<file path="src/design/tlca_pkg.sv">
// ----------------------------------------------------------------------------
// tlca_pkg: shared types and constants for the LCA parent-climb block
// Node width, table entry layout, request kinds, table access bundle and
// the climb sequencer states.
// ----------------------------------------------------------------------------
package tlca_pkg;

   localparam int NODE_W      = 10;
   localparam int TABLE_DEPTH = 1 << NODE_W;
   localparam int REQ_DATA_W  = 32;
   localparam int RSP_DATA_W  = 16;

   typedef logic [NODE_W-1:0] node_type;

   typedef enum logic {
      REQ_WRITE = 1'b0,
      REQ_QUERY = 1'b1
   } req_kind_type;

   typedef struct packed {
      node_type level;
      node_type parent;
   } entry_type;

   typedef struct packed {
      logic      wr_en;
      node_type  wr_addr;
      entry_type wr_entry;
      node_type  rd_addr0;
      node_type  rd_addr1;
   } mem_req_type;

   typedef enum logic [2:0] {
      ST_IDLE,
      ST_CHOOSE,
      ST_LIFT_DEPTH,
      ST_WAIT_ONE,
      ST_LIFT_PAIR,
      ST_WAIT_TWO
   } state_type;

endpackage

</file>
<file path="src/design/tlca_climb.sv">
// ----------------------------------------------------------------------------
// tlca_climb: climb sequencer
// Decodes transactions, lifts the deeper node until depths match, then
// lifts both nodes until they meet, bounded by a step counter.
// ----------------------------------------------------------------------------
module tlca_climb #(
   parameter int NODE_COUNT = 1024
) (
   input  logic                                clock,
   input  logic                                reset,
   input  logic                                req_tvalid,
   output logic                                req_tready,
   input  logic [tlca_pkg::REQ_DATA_W-1:0]     req_tdata,
   input  logic                                req_tuser,
   output logic                                rsp_tvalid,
   input  logic                                rsp_tready,
   output logic [tlca_pkg::RSP_DATA_W-1:0]     rsp_tdata,
   output logic                                rsp_tuser,
   output tlca_pkg::mem_req_type               mem_req,
   input  tlca_pkg::entry_type                 rd_data0,
   input  tlca_pkg::entry_type                 rd_data1
);

   localparam int STEP_W = $clog2(NODE_COUNT + 1);
   localparam logic [STEP_W-1:0] STEP_MAX = STEP_W'(NODE_COUNT);

   tlca_pkg::state_type state_ff, state_in;
   tlca_pkg::node_type  x_ff, x_in;
   tlca_pkg::node_type  y_ff, y_in;
   tlca_pkg::entry_type xe_ff, xe_in;
   tlca_pkg::entry_type ye_ff, ye_in;
   logic [STEP_W-1:0]   steps_ff, steps_in;
   logic                rsp_valid_ff, rsp_valid_in;
   tlca_pkg::node_type  rsp_anc_ff, rsp_anc_in;
   logic                rsp_found_ff, rsp_found_in;

   tlca_pkg::node_type  in_a, in_b, in_level;
   logic                accept, is_query, out_free, at_bound;
   logic                done, done_found;

   assign in_a     = req_tdata[tlca_pkg::NODE_W-1:0];
   assign in_b     = req_tdata[2*tlca_pkg::NODE_W-1:tlca_pkg::NODE_W];
   assign in_level = req_tdata[3*tlca_pkg::NODE_W-1:2*tlca_pkg::NODE_W];
   assign accept   = req_tvalid && req_tready;
   assign is_query = (tlca_pkg::req_kind_type'(req_tuser) == tlca_pkg::REQ_QUERY);
   assign out_free = !rsp_valid_ff || rsp_tready;
   assign at_bound = (steps_ff >= STEP_MAX);

   // next state
   always_comb begin
      state_in = state_ff;
      case (state_ff)
         tlca_pkg::ST_IDLE: begin
            if (accept && is_query) state_in = tlca_pkg::ST_CHOOSE;
         end
         tlca_pkg::ST_CHOOSE: state_in = tlca_pkg::ST_LIFT_DEPTH;
         tlca_pkg::ST_LIFT_DEPTH: begin
            if (xe_ff.level != ye_ff.level) begin
               if (at_bound) begin
                  if (out_free) state_in = tlca_pkg::ST_IDLE;
               end else begin
                  state_in = tlca_pkg::ST_WAIT_ONE;
               end
            end else begin
               state_in = tlca_pkg::ST_LIFT_PAIR;
            end
         end
         tlca_pkg::ST_WAIT_ONE: state_in = tlca_pkg::ST_LIFT_DEPTH;
         tlca_pkg::ST_LIFT_PAIR: begin
            if (x_ff != y_ff && !at_bound) begin
               state_in = tlca_pkg::ST_WAIT_TWO;
            end else if (out_free) begin
               state_in = tlca_pkg::ST_IDLE;
            end
         end
         tlca_pkg::ST_WAIT_TWO: state_in = tlca_pkg::ST_LIFT_PAIR;
         default: state_in = tlca_pkg::ST_IDLE;
      endcase
   end

   // outputs and datapath
   always_comb begin
      req_tready       = (state_ff == tlca_pkg::ST_IDLE);
      mem_req.wr_en    = accept && !is_query;
      mem_req.wr_addr  = in_a;
      mem_req.wr_entry = '{level: in_level, parent: in_b};
      mem_req.rd_addr0 = in_a;
      mem_req.rd_addr1 = in_b;
      x_in       = x_ff;
      y_in       = y_ff;
      xe_in      = xe_ff;
      ye_in      = ye_ff;
      steps_in   = steps_ff;
      done       = 1'b0;
      done_found = 1'b0;
      case (state_ff)
         tlca_pkg::ST_IDLE: begin
            x_in     = in_a;
            y_in     = in_b;
            steps_in = '0;
         end
         tlca_pkg::ST_CHOOSE: begin
            // deeper node goes to x; second node wins a tie
            if (rd_data0.level > rd_data1.level) begin
               xe_in = rd_data0;
               ye_in = rd_data1;
            end else begin
               x_in  = y_ff;
               y_in  = x_ff;
               xe_in = rd_data1;
               ye_in = rd_data0;
            end
         end
         tlca_pkg::ST_LIFT_DEPTH: begin
            mem_req.rd_addr0 = xe_ff.parent;
            if (xe_ff.level != ye_ff.level) begin
               if (at_bound) begin
                  done = 1'b1;
               end else begin
                  x_in     = xe_ff.parent;
                  steps_in = steps_ff + 1'b1;
               end
            end
         end
         tlca_pkg::ST_WAIT_ONE: begin
            xe_in = rd_data0;
         end
         tlca_pkg::ST_LIFT_PAIR: begin
            mem_req.rd_addr0 = xe_ff.parent;
            mem_req.rd_addr1 = ye_ff.parent;
            if (x_ff == y_ff) begin
               done       = 1'b1;
               done_found = 1'b1;
            end else if (at_bound) begin
               done = 1'b1;
            end else begin
               x_in     = xe_ff.parent;
               y_in     = ye_ff.parent;
               steps_in = steps_ff + 1'b1;
            end
         end
         tlca_pkg::ST_WAIT_TWO: begin
            xe_in = rd_data0;
            ye_in = rd_data1;
         end
         default: begin
            done = 1'b0;
         end
      endcase
   end

   // result register: hold until taken, load when a query finishes
   always_comb begin
      rsp_valid_in = rsp_valid_ff && !rsp_tready;
      rsp_anc_in   = rsp_anc_ff;
      rsp_found_in = rsp_found_ff;
      if (done && out_free) begin
         rsp_valid_in = 1'b1;
         rsp_found_in = done_found;
         rsp_anc_in   = done_found ? x_ff : '0;
      end
   end

   always_ff @(posedge clock) begin
      if (reset) begin
         state_ff     <= tlca_pkg::ST_IDLE;
         rsp_valid_ff <= 1'b0;
      end else begin
         state_ff     <= state_in;
         rsp_valid_ff <= rsp_valid_in;
      end
      x_ff         <= x_in;
      y_ff         <= y_in;
      xe_ff        <= xe_in;
      ye_ff        <= ye_in;
      steps_ff     <= steps_in;
      rsp_anc_ff   <= rsp_anc_in;
      rsp_found_ff <= rsp_found_in;
   end

   assign rsp_tvalid = rsp_valid_ff;
   assign rsp_tdata  = {{(tlca_pkg::RSP_DATA_W - tlca_pkg::NODE_W){1'b0}}, rsp_anc_ff};
   assign rsp_tuser  = rsp_found_ff;

   a_query_starts: assert property (@(posedge clock) disable iff (reset)
      (accept && is_query) |=> (state_ff == tlca_pkg::ST_CHOOSE))
      else $error("query transaction did not start a climb");

   a_step_bound: assert property (@(posedge clock) disable iff (reset)
      (state_ff == tlca_pkg::ST_LIFT_DEPTH || state_ff == tlca_pkg::ST_LIFT_PAIR)
      |-> (steps_ff <= STEP_MAX))
      else $error("step counter passed its bound");

   a_miss_zero: assert property (@(posedge clock) disable iff (reset)
      (rsp_valid_ff && !rsp_found_ff) |-> (rsp_anc_ff == '0))
      else $error("failed climb reported a nonzero ancestor");

   a_wait_return: assert property (@(posedge clock) disable iff (reset)
      (state_ff == tlca_pkg::ST_WAIT_TWO) |=> (state_ff == tlca_pkg::ST_LIFT_PAIR))
      else $error("paired lift did not resume after table read");

endmodule

</file>
<file path="config.mk">
export PLATFORM = sky130hd
export DESIGN_NAME = tlca_climb
export DESIGN_NICKNAME = d
export VERILOG_FILES = /design/src/design/tlca_pkg.sv /design/src/design/tlca_climb.sv
export SDC_FILE = /design/constraint.sdc
export NUM_CORES = 1
export LEC_CHECK = 0
export ABC_CLOCK_PERIOD_IN_PS = 6600
export BUFFER_PORTS_ARGS = -buffer_cell sky130_fd_sc_hd__buf_2
export CORE_MARGIN = 2
export CORE_UTILIZATION = 35
export DETAILED_ROUTE_END_ITERATION = 10
export GPL_TIMING_DRIVEN = 0
export PLACE_DENSITY_LB_ADDON = 0.2
export SYNTH_ARGS = -nofsm -noshare
export SYNTH_HDL_FRONTEND = slang
export SYNTH_SLANG_ARGS = --single-unit
</file>
<file path="constraint.sdc">
create_clock -name clock -period 6.6 [get_ports clock]
set_input_delay 0.33 -clock clock [delete_from_list [all_inputs] [get_ports clock]]
set_output_delay 0.33 -clock clock [all_outputs]
set_load 0.05 [all_outputs]
</file>
==> results of run 1 <==
[synth_stat cells, types with 2 or more instances]
cell      instances
edfxtp_1         82
nand2_1          79
buf_4            36
mux2_1           20
mux2_4           20
nor2_1           19
xor2_1           19
a22oi_1          14
nand3_1          14
ha_1             12
inv_1            12
and2_1           11
xnor2_1          11
mux2_2           10
clkbuf_1          9
a21oi_1           6
buf_2             6
dfxtp_1           4
nor3_1            4
nor4_1            4
o21a_1            4
nand2b_1          3
nand4_1           3
a31o_2            2
a31oi_1           2
and4_1            2
buf_6             2
nand4b_1          2
nor2b_1           2
[routing by layer]
metal  track usage (%)  wire, µm  part of all wire (%)
met5                 0         0                     0
met4              6.53       216                   1.9
met3              2.52       565                   5.0
met2              23.1      5110                    46
met1              20.8      5310                    47
[sequential cells by signal (all words and copies together) (netlist names)]
register	flops
ye_ff	20
state_ff	3
rsp_tuser	1
y_ff	10
x_ff	10
xe_ff	20
rsp_anc_ff	10
steps_ff	11
rsp_tvalid	1
[final cells by class]
| class | count | area (µm²) | area share [%] |
|---|---|---|---|
| Sequential cell | 86 | 2540 | 40.6 |
| Multi-Input combinational cell | 289 | 2110 | 33.7 |
| Timing Repair Buffer | 132 | 696 | 11.1 |
| Buffer | 54 | 360 | 5.76 |
| Clock buffer | 9 | 225 | 3.60 |
| Tap cell | 180 | 225 | 3.60 |
| Clock inverter | 7 | 50.0 | 0.800 |
| Inverter | 13 | 48.8 | 0.780 |
[worst min-delay path by stage]
stage	end	slack, ns	from
CTS	rsp_tvalid	0.22	reset
floorplan	rsp_tvalid	0.44	reset
finish	rsp_tvalid	0.23	reset
global route	rsp_tvalid	0.24	reset
global placement	y_ff[5]	0.55	ye_ff[5]
detailed placement	y_ff[4]	0.56	ye_ff[4]
[power groups by stage]
| stage | combinational [mW] | sequential (mW) | clock (mW) |
|---|---|---|---|
| floorplan | 0.584 | 0.968 | 0 |
| global placement | 0.745 | 1.02 | 0 |
| detailed placement | 0.797 | 1.01 | 0 |
| CTS | 0.801 | 1.00 | 0.474 |
| global route | 0.877 | 1.03 | 0.489 |
| finish | 0.793 | 1.00 | 0.464 |
[cell families after synthesis]
| logic type | count (synthesis) | synth area share, % |
|---|---|---|
| AND/OR/NAND/NOR | 152 | 14.2 |
| buffers and inverters | 67 | 8.15 |
| AO/OA/AOI/OAI | 37 | 5.63 |
| XOR/XNOR | 30 | 5.23 |
| adder cells (fa/ha/maj) | 13 | 3.19 |
| flip-flops | 86 | 50.6 |
| multiplexers | 51 | 12.9 |
| other | 1 | 0.0747 |
[metrics by stage]
stage	worst slack [ns]	hold WS, ns
detailed placement	3.38	0.557
global placement	3.26	0.550
floorplan	3.88	0.444
finish	3.73	0.234
CTS	3.58	0.222
global route	3.55	0.242
==> results.md, run 1 <==
* Cells after Synth at 437
* DR vias at 3567
* Post-DR vias/cell at 4.63
* Final setup fails at 0
* Minimum clock period at 2.87 ns
* DRT iter0 DRCs at 160
* Post-synth EDFFs at 82
* Congestion Overflow GR at 0
* Wire per inst at 14.5 µm
* Comb pwr share at 35.1%
* CP max-delay cell: a211oi_2
* Worst setup path startpoint: x_ff[0]
* Mean Syn Cell Area at 11.5 µm²
* Switch Pwr at 846 µW
* Max Clk Rate at 0.348 GHz
* Ratio of cells with drive above 1 in the final layout at 39.8%
* Internal power at 1.42 mW
* Power per standard cell area at 361 mW/mm²
* Core Util, Final at 44.9%
* First-pass GRT wire length at 17.4 mm
* Worst slew margin at 41.0%
* Synth top area share at 49.0%
* Antenna-violating nets left at 0
* Library cells used by synthesis at 52
* Area Growth Syn to Fin at 24.6%
* CP endpoint kind: flop
* Clock power frac at 20.5%
* Num CTS Buffers at 9
* # placed instances at 753
* Unrepaired setup endpoints after global routing: no
* Global placer's final weighted congestion at 0.819
* CP startpoint kind: flop
* Postcts setup bufs at 0
* # rows at 43
* Overall power at 2.26 mW
* Fin. max-slew vios at 0
* CORE AREA at 0.0139 mm²
* Max-cap viol count at 0
* Clock Latency Late Sink at 0.34 ns
* Most common cell after layout, fill and taps aside: buf_2
* Final setup skew at 0.00704 ns
* Crit path required time at 6.56 ns
* Area of the die at 0.0153 mm²
* Chip height at 124 µm
* Crit path DAT at 2.83 ns
* Final Hold Fails at 0
* Layout Nets at 674
* Sequential fraction of design power at 44.4%
* All-Layer GR Usage at 15.0%
* Fillers at 1317
* Synth area leader: edfxtp_1
* CTS H-Tree Depth at 3
* Synth area leaders: edfxtp_1 (49%), mux2_4 (6.0%), nand2_1 (5.9%)
* Reg2reg start: x_ff[0]
* Final Cycle Share at 43.5%
* CTS Hold Bufs at 0
* Hold WC Path Type: in2reg
* CTS Buffer Depth at 2
* CTS tree: yes
* Vias in the first global route at 3371
* Max stage delay on crit path at 0.72 ns
* Leading cell types in the layout, fill and taps excluded: buf_2 (135), edfxtp_1 (82), nand2_1 (79), buf_4 (37)
* Detail Placement HPWL at 8.96 mm
* Crit path buffers/inverters at 1
* Crit path cell chain: xor2_1 > nor4_1 > and4_1 > clkbuf_1 > nor2_1 > a211oi_2
* TritonRoute pass-1 iters at 4
* VDD IR-drop max at 0.143 mV
* Top fanout value on the critical path at 11
* Leak Pwr at 2.76 nW
* Critical path's top delay family: simple AND/OR/NAND/NOR gates
* CP Depth at 6
* Diode count at 0
* Post-synthesis async set-or-reset flop share at 0%
* Initial antenna violation count at 0
* Yosys warning total at 0
* DRC violation count after routing at 0
* Port bufs at 128
* Die W at 124 µm
* Slew @ Worst Pin at 0.884 ns
* Clk root buf: clkbuf_16
* Pin count of the biggest net entering global routing at 16
* End point of the critical path: rsp_tuser
* I/O Pins at 147
* Syn Std Cell Area at 0.00502 mm²
* Drt total wl at 11.2 mm
* Status: complete, no violations
* Non-filler cells, final at 770
* R2R depth at 6
* Crit Path Class: reg2reg
* Final Cell Area at 0.00626 mm²
* Post-synthesis sequential area ratio at 50.6%
* Sw frac at 37.4%
* # resized after CTS at 0
* Initial Utilization at 36.0%
* R2R Setup Slk at 3.73 ns
* Num Clock Sinks at 86
* Hold depth at 2
* Clock-pin slew on the worst setup and hold paths at 0.06 ns
* Setup TNS at 0 ns
* #FFs+latches synth at 86
* Placed Instance Area at 0.00598 mm²
* Most common flop cell mapped by yosys: edfxtp_1
* R2R Path End: rsp_tuser
Power figures use the tool's default switching activity.
==> run 2: changes to the inputs <==
ABC_AREA = 1   (was not set)
ABC_CLOCK_PERIOD_IN_PS = 2500   (was 6600)
clock period = 2.5 ns   (was 6.6 ns; I/O delays follow)
==> run 2 against run 1 <==
Sequential share of layout area decreased by 0.84 points; via count increased by 27%; total power increased by 110%; critical path type is now reg2out; critical endpoint is now mem_req[14]; the flow now finishes with violations (hold timing); count of clock-buffer cells in the layout unchanged; core utilization decreased by 0.76 points; non-clock buffer count unchanged.
==> results.md, run 2 <==
* Leading cell types in the layout, fill and taps excluded: nand2_1 (190), buf_2 (140), inv_1 (84), edfxtp_1 (82), nand3_1 (47)
* Max stage delay on crit path at 0.46 ns (-0.26 ns)
* Synth top area share at 47.7% (-1.4 points)
* Post-synth EDFFs at 82 (unchanged)
* Mean Syn Cell Area at 8.35 µm² (-27%)
* Synth area leader: edfxtp_1
* CTS tree: yes
* Yosys warning total at 0 (unchanged)
* Ratio of cells with drive above 1 in the final layout at 27.1% (-13 points)
* Setup TNS at 0 ns (unchanged)
* Post-synthesis async set-or-reset flop share at 0% (unchanged)
* Most common cell after layout, fill and taps aside: nand2_1
* Status: complete, but fails checks
* Max Clk Rate at 0.426 GHz
* First-pass GRT wire length at 21.5 mm (+23%)
* Clock power frac at 26.6% (+6.1 points)
* Comb pwr share at 30.3% (-4.8 points)
* Crit path cell chain: nor2_1 > inv_2 > nor2_4 > nor2_8 > inv_4 > buf_4 > o21ai_0 > buf_2
* Worst hold slack at -0.00299 ns (-0.237 ns)
* # rows at 44 (+2.3%)
* Global placer's final weighted congestion at 0.849 (+3.6%)
* Core Util, Final at 44.2% (-0.76 points)
* Vias in the first global route at 4428 (+31%)
* Reg area at 0.00254 mm² (about the same)
* Clock-pin slew on the worst setup and hold paths at 0.06 ns (about the same)
* Initial antenna violation count at 0 (unchanged)
* CORE AREA at 0.0145 mm² (+3.9%)
* Clock Latency Late Sink at 0.34 ns (about the same)
* Syn Std Cell Area at 0.00517 mm² (+2.9%)
* VDD IR-drop max at 0.358 mV (+150%)
* Congestion Overflow GR at 0 (unchanged)
* Wire per inst at 14.2 µm (-2.2%)
* DRC violation count after routing at 0 (unchanged)
* R2R depth at 7 (+1)
* Reg2reg start: state_ff[0]
* Final setup skew at 0.00675 ns (-0.000281 ns)
* Sequential fraction of design power at 43.1% (-1.3 points)
* Initial Utilization at 35.7% (-0.36 points)
* I/O Pins at 147 (unchanged)
* Slew @ Worst Pin at 0.956 ns (+0.0720 ns)
* Post-synthesis sequential area ratio at 49.2% (-1.4 points)
* Most frequent cell after synthesis: nand2_1
* Top fanout value on the critical path at 10 (-1)
* CP max-delay cell: dfxtp_1
* Unrepaired setup endpoints after global routing: no
* Sw frac at 35.2% (-2.2 points)
* Clk root buf: clkbuf_16
* Diode count at 0 (unchanged)
* Synth area leaders: edfxtp_1 (48%), nand2_1 (14%), inv_1 (6.1%)
* Worst slew margin at 36.0% (-4.9 points)
* Hold WC Path Type: in2reg
* Final Hold Fails at 1 (+1)
* DR vias at 4523 (+27%)
* Post-synth top cells: nand2_1 (191), inv_1 (84), edfxtp_1 (82)
* Fillers at 1412 (+7.2%)
* Crit Path Class: reg2out
* Area Growth Syn to Fin at 23.8%
* Final setup fails at 0 (unchanged)
* CP startpoint kind: flop
* Crit path DAT at 2.23 ns (-0.60 ns)
* Footprint of the multi-input gates at 0.00198 mm² (-6.2%)
* Fin. max-slew vios at 0 (unchanged)
* CP endpoint kind: primary output
* Violations in the final reports: hold timing
* End point of the critical path: mem_req[14]
* Post-DR vias/cell at 4.74 (+2.2%)
* Worst setup path startpoint: state_ff[0]
* Drt total wl at 13.6 mm (+21%)
* Leak Pwr at 3.12 nW (+13%)
* CTS Buffer Depth at 2 (unchanged)
* Power per standard cell area at 750 mW/mm² (+110%)
* R2R Path End: xe_ff[3]
* Final Cycle Share at 94.0%
* Pin count of the biggest net entering global routing at 21 (+5)
* Placed Instance Area at 0.00606 mm² (+1.4%)
* #FFs+latches synth at 86 (unchanged)
* Chip height at 125 µm (+1.4%)
* All-Layer GR Usage at 17.2% (+2.2 points)
* CTS H-Tree Depth at 3 (unchanged)
* Detail Placement HPWL at 10.3 mm (+15%)
* Minimum clock period at 2.35 ns
* Crit path required time at 2.38 ns (-4.18 ns)
* R2R Setup Slk at 0.31 ns (-3.42 ns)
* Switch Pwr at 1.69 mW (+99%)
* TritonRoute pass-1 iters at 5 (+1)
* Die W at 125 µm (+1.4%)
* Antenna-violating nets left at 0 (unchanged)
* Final Cell Area at 0.00639 mm² (+2.2%)
* Internal power at 3.11 mW (+120%)
* Regs by FF count: xe_ff: 20 flops, ye_ff: 20 flops, steps_ff: 11 flops
* Cells after Synth at 619 (+42%)
* Num Clock Sinks at 86 (unchanged)
* Max-cap viol count at 0 (unchanged)
* Port bufs at 128 (unchanged)
* CTS Hold Bufs at 0 (unchanged)
* Most common flop cell mapped by yosys: edfxtp_1
* Layout Nets at 856 (+27%)
* Library cells used by synthesis at 38 (-27%)
* Area of the die at 0.0157 mm² (+2.8%)
* Num CTS Buffers at 9 (unchanged)
* DRT iter0 DRCs at 306 (+91%)
## run 2: logic make-up (layout without fill, tap and decap cells)
logic type	count (synthesis)	count (layout)	share of synthesized area, %
compound gates	67	67	8.31
xor+xnor	7	7	1.19
fa+ha+maj	12	12	2.91
buf+inv	144	289	13.6
flops	86	86	49.2
other cells	1	6	0.0726
simple gates	302	304	24.7
## run 2: area by class of cell
cell class,count,share of cell area [%]
repair buffers,130,10.3
plain buffers,56,5.81
flip-flops and latches,86,39.8
multi-input cells,396,31.0
clock buffers,9,3.52
well taps,184,3.60
inverters,88,5.20
clock inverters,6,0.841
## run 2: how the worst min path moves through the flow
| stage | startpoint | to | slack (ns) | cells after the start |
|---|---|---|---|---|
| floorplan | reset | state_ff[1] | 0.19 | 1 |
| global placement | reset | state_ff[2] | 0.36 | 2 |
| detailed placement | reset | rsp_tvalid | 0.36 | 2 |
| CTS | reset | rsp_tvalid | 0.004 | 2 |
| global route | reset | state_ff[1] | 0.02 | 2 |
| finish | reset | state_ff[1] | -0.003 | 2 |
## run 2: layer usage
layer / up-vias / global-route usage, % / routed length (µm)
li1: 2298 / - / -
met1: 2037 / 21.5 / 5940
met2: 165 / 29.1 / 6450
met3: 23 / 3.25 / 922
met4: 0 / 7.12 / 288
met5: - / 0 / 0
## run 2: power groups by stage
stage / registers, mW / clock network, mW / logic [mW]
6_report: 2.07 / 1.28 / 1.46
3_3_place_gp: 2.08 / 0 / 1.41
3_5_place_dp: 2.10 / 0 / 1.43
5_1_grt: 2.10 / 1.35 / 1.62
4_1_cts: 2.07 / 1.30 / 1.44
2_1_floorplan: 2.07 / 0 / 1.03
## run 2: critical path: cells and delay by family, from the launching register on
| family | cells | cell delay (ns) |
|---|---|---|
| flops | 1 | 0.46 |
| compound gates | 1 | 0.33 |
| simple gates | 3 | 0.38 |
| buf+inv | 4 | 0.72 |
## run 2: repair_timing
item,4_1_cts,5_1_grt
buffers inserted,0,2
pin swaps,1,2
resized for setup,4,3
gates cloned,1,1
setup endpoints to repair,41,37
## run 2: metrics by stage
step / hold slack [ns] / power, mW / setup WS [ns] / cells
finish: -0.00299 / 4.80 / 0.150 / 955
global placement: 0.363 / 3.49 / -0.538 / 936
global route: 0.0155 / 5.07 / 0.0562 / 955
detailed placement: 0.360 / 3.52 / -0.574 / 936
CTS: 0.00413 / 4.81 / 0.0246 / 952
floorplan: 0.194 / 3.10 / 0.207 / 624
